## config.mk

```make
export PLATFORM = sky130hd
export DESIGN_NAME = ckh_front
export DESIGN_NICKNAME = d
export VERILOG_FILES = /design/src/hw/rtl/ckh_pkg.sv /design/src/hw/rtl/ckh_front.sv
export SDC_FILE = /design/constraint.sdc
export NUM_CORES = 1
export LEC_CHECK = 0
export BUFFER_PORTS_ARGS = -buffer_cell sky130_fd_sc_hd__buf_2
export CAP_MARGIN = 10
export CORE_MARGIN = 2
export CORE_UTILIZATION = 35
export DETAILED_ROUTE_END_ITERATION = 16
export PLACE_DENSITY_LB_ADDON = 0.25
export SLEW_MARGIN = 20
export SYNTH_ARGS = -nofsm -noshare
export SYNTH_HDL_FRONTEND = slang
export SYNTH_SLANG_ARGS = --single-unit
export TNS_END_PERCENT = 20
```

## constraint.sdc

```tcl
create_clock -name clock -period 8.1 [get_ports clock]
set_input_delay 2.025 -clock clock [delete_from_list [all_inputs] [get_ports clock]]
set_output_delay 2.025 -clock clock [all_outputs]
set_load 0.1 [all_outputs]
```

## src/hw/rtl/ckh_pkg.sv

```systemverilog
// Shared types and constants of the cuckoo hash index.
`default_nettype none
package ckh_pkg;
   localparam int MAX_ITEMS  = 1024;
   localparam int ITEM_W     = $clog2(MAX_ITEMS);
   localparam int NUM_BINS   = 4096;
   localparam int BIN_W      = $clog2(NUM_BINS);
   localparam int STASH_SIZE = 8;
   localparam int SLOT_W     = $clog2(STASH_SIZE);
   localparam int SLOT_CW    = $clog2(STASH_SIZE + 1);
   localparam int LOC_W      = 13;
   localparam int KEY_W      = 64;
   localparam int CHOICE_W   = 2;
   localparam int STATUS_W   = 3;
   localparam int LIMIT_W    = 8;
   localparam int CSR_IDX_W  = 8;
   localparam int CSR_DAT_W  = 8;
   localparam int REQ_DATA_W = 176;
   localparam int RSP_DATA_W = 24;

   localparam logic [CSR_IDX_W-1:0] CSR_NUM_HASHES     = 8'd0;
   localparam logic [CSR_IDX_W-1:0] CSR_REINSERT_LIMIT = 8'd1;

   localparam logic OP_INSERT = 1'b0;
   localparam logic OP_FIND   = 1'b1;

   localparam logic [STATUS_W-1:0] ST_PLACED    = 3'd0;
   localparam logic [STATUS_W-1:0] ST_STASHED   = 3'd1;
   localparam logic [STATUS_W-1:0] ST_OVERFLOW  = 3'd2;
   localparam logic [STATUS_W-1:0] ST_FOUND     = 3'd3;
   localparam logic [STATUS_W-1:0] ST_NOT_FOUND = 3'd4;

   typedef struct packed {
      logic              is_find;
      logic [ITEM_W-1:0] item_index;
      logic [KEY_W-1:0]  key_low;
      logic [KEY_W-1:0]  key_high;
      logic [BIN_W-1:0]  bin_addr_2;
      logic [BIN_W-1:0]  bin_addr_1;
      logic [BIN_W-1:0]  bin_addr_0;
   } cmd_type;

   typedef struct packed {
      logic              valid;
      logic [CHOICE_W-1:0] choice;
      logic [ITEM_W-1:0] item;
   } bin_entry_type;

   // front -> back
   typedef struct packed {
      logic    valid;
      cmd_type cmd;
   } queue_out_type;

   // back -> front
   typedef struct packed {
      logic pop;
      logic clearing;
   } back_ctrl_type;
endpackage
`default_nettype wire

```

## src/hw/rtl/ckh_front.sv

```systemverilog
// Request intake: decodes requests into a two-entry command queue.
`default_nettype none
module ckh_front (
   input  wire logic                          clock,
   input  wire logic                          reset,
   input  wire logic                          req_tvalid,
   output logic                               req_tready,
   input  wire logic [ckh_pkg::REQ_DATA_W-1:0] req_tdata,
   input  wire logic                          req_tuser,
   input  wire ckh_pkg::back_ctrl_type        back_ctrl,
   output ckh_pkg::queue_out_type             queue_out
);
   import ckh_pkg::*;

   cmd_type    entry_ff [2];
   logic       wr_ptr_ff, wr_ptr_in;
   logic       rd_ptr_ff, rd_ptr_in;
   logic [1:0] count_ff, count_in;
   logic       push;
   cmd_type    dec;

   always_comb begin
      dec.is_find    = (req_tuser == OP_FIND);
      dec.item_index = req_tdata[9:0];
      dec.key_low    = req_tdata[73:10];
      dec.key_high   = req_tdata[137:74];
      dec.bin_addr_0 = req_tdata[149:138];
      dec.bin_addr_1 = req_tdata[161:150];
      dec.bin_addr_2 = req_tdata[173:162];
   end

   assign req_tready      = (count_ff != 2'd2) && !back_ctrl.clearing;
   assign push            = req_tvalid && req_tready;
   assign queue_out.valid = (count_ff != 2'd0);
   assign queue_out.cmd   = entry_ff[rd_ptr_ff];

   always_comb begin
      wr_ptr_in = push ? ~wr_ptr_ff : wr_ptr_ff;
      rd_ptr_in = back_ctrl.pop ? ~rd_ptr_ff : rd_ptr_ff;
      count_in  = count_ff + {1'b0, push} - {1'b0, back_ctrl.pop};
   end

   always_ff @(posedge clock) begin
      if (reset) begin
         wr_ptr_ff <= 1'b0;
         rd_ptr_ff <= 1'b0;
         count_ff  <= 2'd0;
      end else begin
         wr_ptr_ff <= wr_ptr_in;
         rd_ptr_ff <= rd_ptr_in;
         count_ff  <= count_in;
      end
   end

   always_ff @(posedge clock) begin
      if (push) begin
         entry_ff[wr_ptr_ff] <= dec;
      end
   end
endmodule
`default_nettype wire

```

* After elaboration in Yosys (flattened, before gate mapping)
Memory sizes are Yosys's and may differ from the RTL's. A register that Yosys moved wholly into a read port is not among the register bits.
Cells that the tools add are included.
** Word-level totals
- Register bits after elaboration :: 4
- Bits in latches :: 0
- RAM bits :: 350
- Bits in read-only memories :: 0
- Output and inout bits :: 177
- Logic and storage cells :: 17
- Memories kept :: 1
** Memory list
- entry_ff :: words 2, bits a word 175, rd ports 1, clocked after Yosys merged registers in 1, write ports 1, RTL line ckh_front.sv:15 : cmd_type entry_ff [2];
** Operators by class
- Add/subtract/negate cells :: 2
- $mul :: 0
- Div/mod/pow operators :: 0
- Magnitude comparators :: 0
- Equality and inequality tests :: 1
- Shift-type cells :: 0
- Mux-type cells :: 4
- Bitwise gates (word level) :: 2
- Reductions and logical operators :: 4
** Operators with widths (number)
- $mux 1 :: 4
- $add 2x1->2 :: 1
- $logic_and 1x1->1 :: 2
- $ne 2x2->1 const B :: 1
- $not 1->1 :: 2
- $reduce_bool 2->1 :: 1
- $sub 2x1->2 :: 1
- $logic_not 1->1 :: 1

* Longest topological paths before layout
Gate-level depths: netlist of the first run.
- Word-level depth :: 5
- Gate-level depth with buffers :: 9
- Depth with buffers taken out :: 9

* Least setup slack after synthesis of the first run
No wires, ideal clock.
- Kind :: input to register
- From :: in req_tvalid
- To :: mem entry_ff[0][0] in the netlist's numbering (enable)
- Setup time :: 0.527 ns
- Data arrival time :: 5.958 ns
- Required time :: 7.573 ns
- Path slack :: 1.614 ns
- Stages :: 3
- Buffers on the path :: 0
- Path through :: or2b_1 -> or3_1 -> inv_1
** On the way
- Cells in the longest elaborated chain, start to end :: 3
** RTL lines
- start, declared :: RTL line ckh_front.sv:6 : input wire logic req_tvalid,
- $logic_and 1x1->1 :: RTL line ckh_front.sv:33 : assign push = req_tvalid && req_tready;
- $mux 1 :: RTL line ckh_front.sv:56 : if (push) begin
- $mux 1 (not written as such) :: RTL line ckh_front.sv:57 : entry_ff[wr_ptr_ff] <= dec;
- end, declared :: RTL line ckh_front.sv:15
Every way passes these cells.

* Worst setup path in the final report of the first run
- From :: in back_ctrl[0] in the netlist's numbering
- To :: out req_tready
** On the way
- Cells in the longest elaborated chain, start to end :: 2
** RTL lines
- start, declared :: RTL line ckh_front.sv:10 : input wire ckh_pkg::back_ctrl_type back_ctrl,
- $logic_not 1->1 :: RTL line ckh_front.sv:32 : assign req_tready = (count_ff != 2'd2) && !back_ctrl.clearing;
- $logic_and 1x1->1 :: RTL line ckh_front.sv:32
- end, declared :: RTL line ckh_front.sv:7 : output logic req_tready,
Every way passes these cells.

==> results of run 1 <==
worst min-delay path by stage:
stage / to / slack (ns) / depth (start not counted)
after floorplan: wr_ptr_ff$_SDFFE_PP0P_ / 0.45 / 2
after global placement: wr_ptr_ff$_SDFFE_PP0P_ / 0.49 / 2
after detailed placement: wr_ptr_ff$_SDFFE_PP0P_ / 0.49 / 2
after CTS: wr_ptr_ff$_SDFFE_PP0P_ / 0.50 / 2
after global routing: wr_ptr_ff$_SDFFE_PP0P_ / 0.56 / 2
final: wr_ptr_ff$_SDFFE_PP0P_ / 0.50 / 2
cell usage in the layout, fill, tap and decap left out:
cell        count
buf_2         356
edfxtp_1      350
mux2_2        175
clkbuf_16      39
clkinv_2        8
clkbuf_1        6
clkinv_1        6
nor2_1          4
inv_6           4
dfxtp_1         4
diode_2         3
buf_12          3
nor2b_1         2
xnor2_1         2
ha_1            2
bufinv_16       2
inv_1           1
nand2_1         1
or2_2           1
and3_4          1
or2b_1          1
or3_1           1
o21ai_0         1
a21oi_1         1
xor2_1          1
dfxtp_4         1
clkinvlp_4      1
buf_4           1
stage by stage:
step | area, sq um | power [W] | instances | worst slack [ns]
6_report | 16300 | 0.00485 | 1446 | 3.32
5_1_grt | 16300 | 0.00501 | 1445 | 3.25
4_1_cts | 16300 | 0.00492 | 1443 | 3.31
3_5_place_dp | 15200 | 0.00328 | 1378 | 3.32
3_3_place_gp | 15200 | 0.00327 | 1378 | 3.32
2_1_floorplan | 12800 | 0.00311 | 569 | 1.61
cell usage after synthesis:
cell type  count  share of area
nand2_1        1        0.00029
or3_1          1        0.00049
edfxtp_1     350           0.82
inv_1          2        0.00058
ha_1           2         0.0019
buf_4         16         0.0094
or2_2          1        0.00049
dfxtp_1        5         0.0078
xor2_1         1        0.00068
buf_2          3         0.0012
and3_2         1        0.00058
xnor2_1        2         0.0014
a21oi_1        1        0.00039
nor2b_1        2        0.00097
o21ai_0        1        0.00039
nor2_1         4         0.0012
mux2_2       175           0.15
or2b_1         1        0.00058
sequential cells by signal, summed over array words and instances, names as in the netlist, named ones only:
name,count
wr_ptr_ff,1
rd_ptr_ff,1
count_ff,2
entry_ff,350
per-layer routing:
metal / global-route usage / vias up / routed length [um]
met1: 0.146 / 3189 / 9980
met4: 0.0673 / 10 / 877
met2: 0.215 / 232 / 12500
met3: 0.0573 / 61 / 2430
met5: 0 / - / 63
li1: - / 3040 / -
worst reg2reg max path, delay by kind of cell (launching register included):
family	cells	cell delay, ns
flops	1	0.32
buf+inv	1	0.62
simple gates	3	1.12
layout make-up:
cell class	count	area (sq um)
Timing Repair Buffer	360	1850
Antenna cell	3	7.51
Tap cell	468	586
Clock buffer	45	998
Multi-Input combinational cell	193	2090
Sequential cell	355	10600
Inverter	2	12.5
Clock inverter	20	156
Fill cell	3207	20000
kinds of logic after synthesis:
| group | after synthesis |
|---|---|
| AND/OR/NAND/NOR | 11 |
| buffers and inverters | 21 |
| AO/OA/AOI/OAI | 2 |
| multiplexers | 175 |
| XOR/XNOR | 3 |
| flip-flops | 355 |
| adder cells (fa/ha/maj) | 2 |
where the power goes:
group,leakage [nW],switching [W],internal [W]
clock,0.570,0.000678,0.000944
sequential,3.24,0.0000194,0.00213
combinational,2.15,0.000883,0.000196
total,5.97,0.00158,0.00327
==> impl_metrics.ini, run 1 <==
[die]
start_util = 0.353
die_y_um = 196
chipWidth_um = 196
rows = 70
ioPinCount = 359
die_area_sq_mm = 0.0382
core_area_sq_mm = 0.0363

[sta]
fin_crit_ns = 4.78
period_share = 0.590
slew_viol_final = 0
setup_tns_ns = 0
tightest_slew_ns = 1.31
fin_skew_ns = 0.0137
slew_headroom = 0.127
holdWs_ns = 0.502
hold_viol = 0
max_freq_mhz = 209
rsz0062_at_grt = no
setup_viol = 0

[logic_synthesis]
synth-compound-area-share = 0.000779
yosys_warnings = 0
synth_area_sq_mm = 0.0128
ys_types = 18
syn_inst = 569
synth-xor-area-share = 0.00205
ys_ff_latch = 355
synth_top_family_by_area = multiplexers
syn_avg_cell_area_sq_um = 22.6
synth.mux.area_fraction = 0.153
synthSimpleGateAreaFrac = 0.00458
synth_adder_area_share = 0.00195
syn_nets = 753
synth-seq-area-share = 0.826

[run]
maxCapViolations = 0

[power_and_ir_drop]
vdd_ir_drop_max_v = 0.000202
power_density_mw_per_mm2 = 297
p_leak_nw = 5.97

[worst_setup_path]
r2r_cells = 4
startpoint = back_ctrl[0]
crit_path_top_delay_cell = buf_2
crit_type = in -> out
cp_num_buf_inv = 2
arrival_ns = 2.76
reg2reg_slack_ns = 5.47
slowest_delay_ns = 0.46
cpMostUsedCell = buf_2
start_kind = primary input
crit_end = req_tready
cpLargestDelayFamily = buffers and inverters
rr_startpoint = count_ff[1]$_SDFF_PP0_
r2r-end = entry_ff[1][112]$_DFFE_PP_
cp.required_ns = 6.08
cp.depth = 3
path_cells = buf_2 -> nor2_1 -> buf_2
worstPathMaxFanout = 3
worst_setup_path_end_kind = output port

[worst_hold_path]
holdCritPathClass = reg -> reg
hold_path.startpoint = wr_ptr_ff$_SDFFE_PP0P_

[clocking]
cts_max_level = 2
cts_buffer_depth = 3
cts.clk_slew.worst_paths_ns = 0.05
cts.repair.resized = 0
cts_setup_buffers = 0
cts_tree = done
clkSinkCount = 355
cts_buffers = 39
clkLatencyLatePin_ns = 0.54
hold_buffers = 0
cts-root-buf = clkbuf_16

[drt]
firstDrtPassIters = 4
drcViolationCount = 0
wl_per_cell_um = 17.9
wl_um = 25800
ant_nets = 0
dr_total_vias = 6532
vias_per_cell = 4.52
drt_iter0_drc = 218

[global_route]
gr-total-overflow = 0
antenna_found_initial = 8
grt_usage = 0.131
grt_pass1_vias = 6857
grt_max_degree = 176
grt_pass1_wl_um = 38000

[placement]
hpwl_um = 15900
gp_congestion = 0.700
port_buffers = 356

[cells_and_area]
utilization = 0.449
nets = 1135
area_growth_pct = 27.1
drive_gt1_frac = 0.607

[status]
status = finished clean
Note: power is estimated with default switching activity, not from simulation.
==> inputs of run 2 (changes only) <==
Clock period 8.1 ns to 4.24 ns, I/O delays scaled along.
==> run 2 against run 1 <==
Net effect: cell count rose by 0.97%; power is 91% higher; clock-buffer cell count rose by 11; global-route usage grew 0.20 points; sequential power rose by 91%; via count up 1.1%; sequential share of layout area shrank 0.64 points; routed wire length is 1.1% higher; register-to-register slack worse by 3.5 ns; non-clock buffer count rose by 13; largest cell class unchanged; highest routed layer unchanged.
==> impl_metrics.ini, run 2 (synthesis results as in run 1) <==
[global_route]
grt_max_degree = 108
grt_pass1_vias = 6906
grt_usage = 0.133
antenna_found_initial = 9
grt_pass1_wl_um = 38600
gr-total-overflow = 0

[drt]
wl_per_cell_um = 17.9
drcViolationCount = 0
ant_nets = 0
drt_iter0_drc = 232
firstDrtPassIters = 4
dr_total_vias = 6603
wl_um = 26100
vias_per_cell = 4.52

[clocking]
cts_buffers = 38
cts_tree = done
clkSinkCount = 355
clkLatencyLatePin_ns = 0.54
cts_max_level = 2
cts_setup_buffers = 0
hold_buffers = 0
cts.repair.resized = 0
cts_buffer_depth = 3
cts-root-buf = clkbuf_16
cts.clk_slew.worst_paths_ns = 0.05

[placement]
gp_congestion = 0.700
place_area_sq_mm = 0.0153
port_buffers = 356
hpwl_um = 17300

[worst_setup_path]
r2r-end = entry_ff[0][78]$_DFFE_PP_
crit_type = reg -> out
worst_setup_path_end_kind = output port
cpLargestDelayFamily = flip-flops
r2r_cells = 4
cp_num_buf_inv = 2
cp.required_ns = 3.18
slowest_delay_ns = 0.65
rr_startpoint = count_ff[1]$_SDFF_PP0_
start_kind = flop
arrival_ns = 2.31
reg2reg_slack_ns = 1.99
crit_path_top_delay_cell = dfxtp_4
worstPathMaxFanout = 61
path_cells = buf_12 -> mux2_2 -> buf_2

[die]
die_area_sq_mm = 0.0382
rows = 70
start_util = 0.353
ioPinCount = 359
die_y_um = 196
chipWidth_um = 196
core_area_sq_mm = 0.0363

[worst_hold_path]
hold_depth = 2
hold_end = wr_ptr_ff$_SDFFE_PP0P_
hold_path.startpoint = wr_ptr_ff$_SDFFE_PP0P_
holdCritPathClass = reg -> reg

[sta]
fin_skew_ns = 0.0159
setup_tns_ns = 0
fin_crit_ns = 3.37
setup_viol = 0
max_freq_mhz = 297
hold_viol = 0
rsz0062_at_grt = no
slew_headroom = 0.415
slew_viol_final = 0
tightest_slew_ns = 0.876
period_share = 0.794

[power_and_ir_drop]
power_density_mw_per_mm2 = 562
vdd_ir_drop_max_v = 0.000358
p_leak_nw = 6.03

[cells_and_area]
mostFrequentLayoutCell = buf_2
largest_register_ff_count = 350
area_growth_pct = 28.3
regMostFlops = entry_ff
final_area_sq_mm = 0.0165
nets = 1147
utilization = 0.453
drive_gt1_frac = 0.610
largestRegisters = entry_ff: 350 flops, count_ff: 2 flops
layout_common_cells = 356 x buf_2, 350 x edfxtp_1, 175 x mux2_2

[status]
status = finished clean

[run]
maxCapViolations = 0
run 2: final cells by class:
class	count	area, sq um
Fill cell	3233	19900
Sequential cell	355	10600
Multi-Input combinational cell	193	2100
Timing Repair Buffer	373	2010
Clock buffer	56	1060
Tap cell	468	586
Clock inverter	10	92.6
Inverter	2	11.3
Antenna cell	3	7.51
run 2: metrics by stage:
stage | power, W | hold WS (ns) | std cells | setup slack, ns
2_1_floorplan | 0.00593 | 0.462 | 569 | -0.0684
3_3_place_gp | 0.00628 | 0.489 | 1391 | 1.15
3_5_place_dp | 0.00629 | 0.496 | 1391 | 1.17
4_1_cts | 0.00940 | 0.511 | 1457 | 0.795
5_1_grt | 0.00959 | 0.537 | 1459 | 0.741
6_report | 0.00926 | 0.511 | 1460 | 0.874
run 2: how the worst max path moves through the flow:
stage	from	end	slack, ns	cells after the start
finish	flop	queue_out[107]	0.87	3
global route	flop	queue_out[130]	0.74	3
CTS	flop	queue_out[136]	0.80	3
detailed placement	req_tvalid	entry_ff[0][19]$_DFFE_PP_	1.17	5
global placement	req_tvalid	entry_ff[0][0]$_DFFE_PP_	1.15	5
floorplan	req_tvalid	entry_ff[0][0]$_DFFE_PP_	-0.07	3
run 2: metal layers:
metal  wire length [um]  GRT usage
met5                 70          0
met4                805     0.0653
met3               2360     0.0565
met2              12900      0.224
met1               9940      0.145
run 2: tightest hold or removal path, delay by kind of cell (launching register included):
family             cells  cell delay [ns]
AOI/OAI and AO/OA      2             0.14
DFF                    1             0.32
run 2: power breakdown:
group          total (W)  internal, W  switching (W)
Clock            0.00306      0.00179        0.00127
Combinational    0.00209     0.000402        0.00169
Sequential       0.00411      0.00407      0.0000468
Total            0.00926      0.00626        0.00300
==> inputs of run 3 (changes only) <==
Clock period 4.24 ns to 3.2 ns, I/O delays scaled along.
==> run 3 against run 2 <==
Net effect: worst hold slack got worse by 0.062 ns; clock-buffer cell count fell by 4; final area rose by 0.25%; first-iteration DRC count fell by 20%; combinational power rose by 33%; core utilization rose by 0.11 points; sequential share of layout area fell by 0.16 points; critical path depth did not move; cell count rose by 0.41%; largest cell class unchanged; highest routed layer unchanged.
==> impl_metrics.ini, run 3 (synthesis results as in run 1) <==
[status]
status = finished clean

[drt]
dr_total_vias = 6596
drcViolationCount = 0
wl_per_cell_um = 18.0
wl_um = 26300
vias_per_cell = 4.50
ant_nets = 0
firstDrtPassIters = 4
drt_iter0_drc = 186

[power_and_ir_drop]
p_leak_nw = 6.05
vdd_ir_drop_max_v = 0.000511
power_density_mw_per_mm2 = 744

[sta]
period_share = 0.937
setup_tns_ns = 0
setup_viol = 0
fin_skew_ns = 0.0143
slew_viol_final = 0
slew_headroom = 0.649
hold_viol = 0
max_freq_mhz = 334
rsz0062_at_grt = no
tightest_slew_ns = 0.529
fin_crit_ns = 3.00

[cells_and_area]
nets = 1152
mostFrequentLayoutCell = buf_2
regMostFlops = entry_ff
fin_cells = 1466
utilization = 0.455
drive_gt1_frac = 0.609
layout_common_cells = 356 x buf_2, 350 x edfxtp_1, 175 x mux2_2
final_area_sq_mm = 0.0165
area_growth_pct = 28.6
largestRegisters = entry_ff: 350 flops, count_ff: 2 flops
largest_register_ff_count = 350

[die]
rows = 70
ioPinCount = 359
start_util = 0.353
chipWidth_um = 196
die_y_um = 196
die_area_sq_mm = 0.0382
core_area_sq_mm = 0.0363

[clocking]
clkLatencyLatePin_ns = 0.53
clkSinkCount = 355
hold_buffers = 0
cts-root-buf = clkbuf_16
cts.clk_slew.worst_paths_ns = 0.06
cts_max_level = 2
cts_buffer_depth = 3
cts_setup_buffers = 0
cts.repair.resized = 0
cts_tree = done
cts_buffers = 39

[worst_setup_path]
path_cells = buf_12 -> mux2_2 -> buf_2
slowest_delay_ns = 0.51
arrival_ns = 2.20
cp.required_ns = 2.40
r2r_cells = 4
worst_setup_path_end_kind = output port
worstPathMaxFanout = 68
crit_path_top_delay_cell = dfxtp_4
crit_type = reg -> out
start_kind = flop

[global_route]
grt_usage = 0.135
antenna_found_initial = 8
gr-total-overflow = 0
grt_pass1_wl_um = 39300
grt_max_degree = 69
grt_pass1_vias = 6969

[worst_hold_path]
hold_depth = 1
holdCritPathClass = in -> reg

[placement]
gp_congestion = 0.720
port_buffers = 356
place_inst = 1395
place_area_sq_mm = 0.0154
hpwl_um = 17800

[run]
maxCapViolations = 0
run 3: cell types whose count changed in the layout (fill, tap and decap cells not counted):
| cell | change |
|---|---|
| buf_12 | +1 |
| buf_4 | +3 |
| bufinv_16 | +1 |
| clkbuf_1 | -1 |
| clkbuf_16 | +1 |
| clkbuf_8 | -4 |
| clkinv_1 | +3 |
| clkinv_8 | -1 |
| diode_2 | +3 |
run 3: worst paths after layout:
kind                                              from                         to  slack [ns]
worst min-delay path                    req_tdata[150]  entry_ff[1][12]$_DFFE_PP_        0.45
worst max-delay path                              flop             queue_out[102]        0.20
worst max register to register  count_ff[1]$_SDFF_PP0_  entry_ff[0][10]$_DFFE_PP_        1.31
worst min register to register  wr_ptr_ff$_SDFFE_PP0P_     wr_ptr_ff$_SDFFE_PP0P_        0.50
run 3: metal layers:
| layer | share of wire | track usage |
|---|---|---|
| met1 | 0.39 | 0.156 |
| met4 | 0.032 | 0.0630 |
| met5 | 0.0014 | 0 |
| met2 | 0.49 | 0.222 |
| met3 | 0.086 | 0.0542 |
run 3: worst max-delay path: cells and delay by family, from the launching register on:
kind,cells,cell delay [ns]
buf+inv,2,0.64
flops,1,0.51
mux,1,0.41
run 3: metrics by stage:
stage	total power, W	hold WS, ns	setup WS [ns]
final	0.0123	0.448	0.203
after global routing	0.0127	0.411	0.101
after CTS	0.0125	0.403	0.154
after detailed placement	0.00835	0.495	0.632
after global placement	0.00833	0.493	0.666
after floorplan	0.00786	0.462	-0.848
run 3: layout make-up:
type / instances / area (sq um)
Fill cell: 3175 / 19800
Sequential cell: 355 / 10600
Multi-Input combinational cell: 193 / 2100
Timing Repair Buffer: 377 / 2050
Clock buffer: 52 / 1020
Tap cell: 468 / 586
Clock inverter: 13 / 118
Antenna cell: 6 / 15.0
Inverter: 2 / 11.3
run 3: where the power goes:
group / switching (W) / leakage (nW) / internal, W
Sequential: 0.0000556 / 3.24 / 0.00539
Clock: 0.00167 / 0.551 / 0.00240
Combinational: 0.00224 / 2.26 / 0.000537
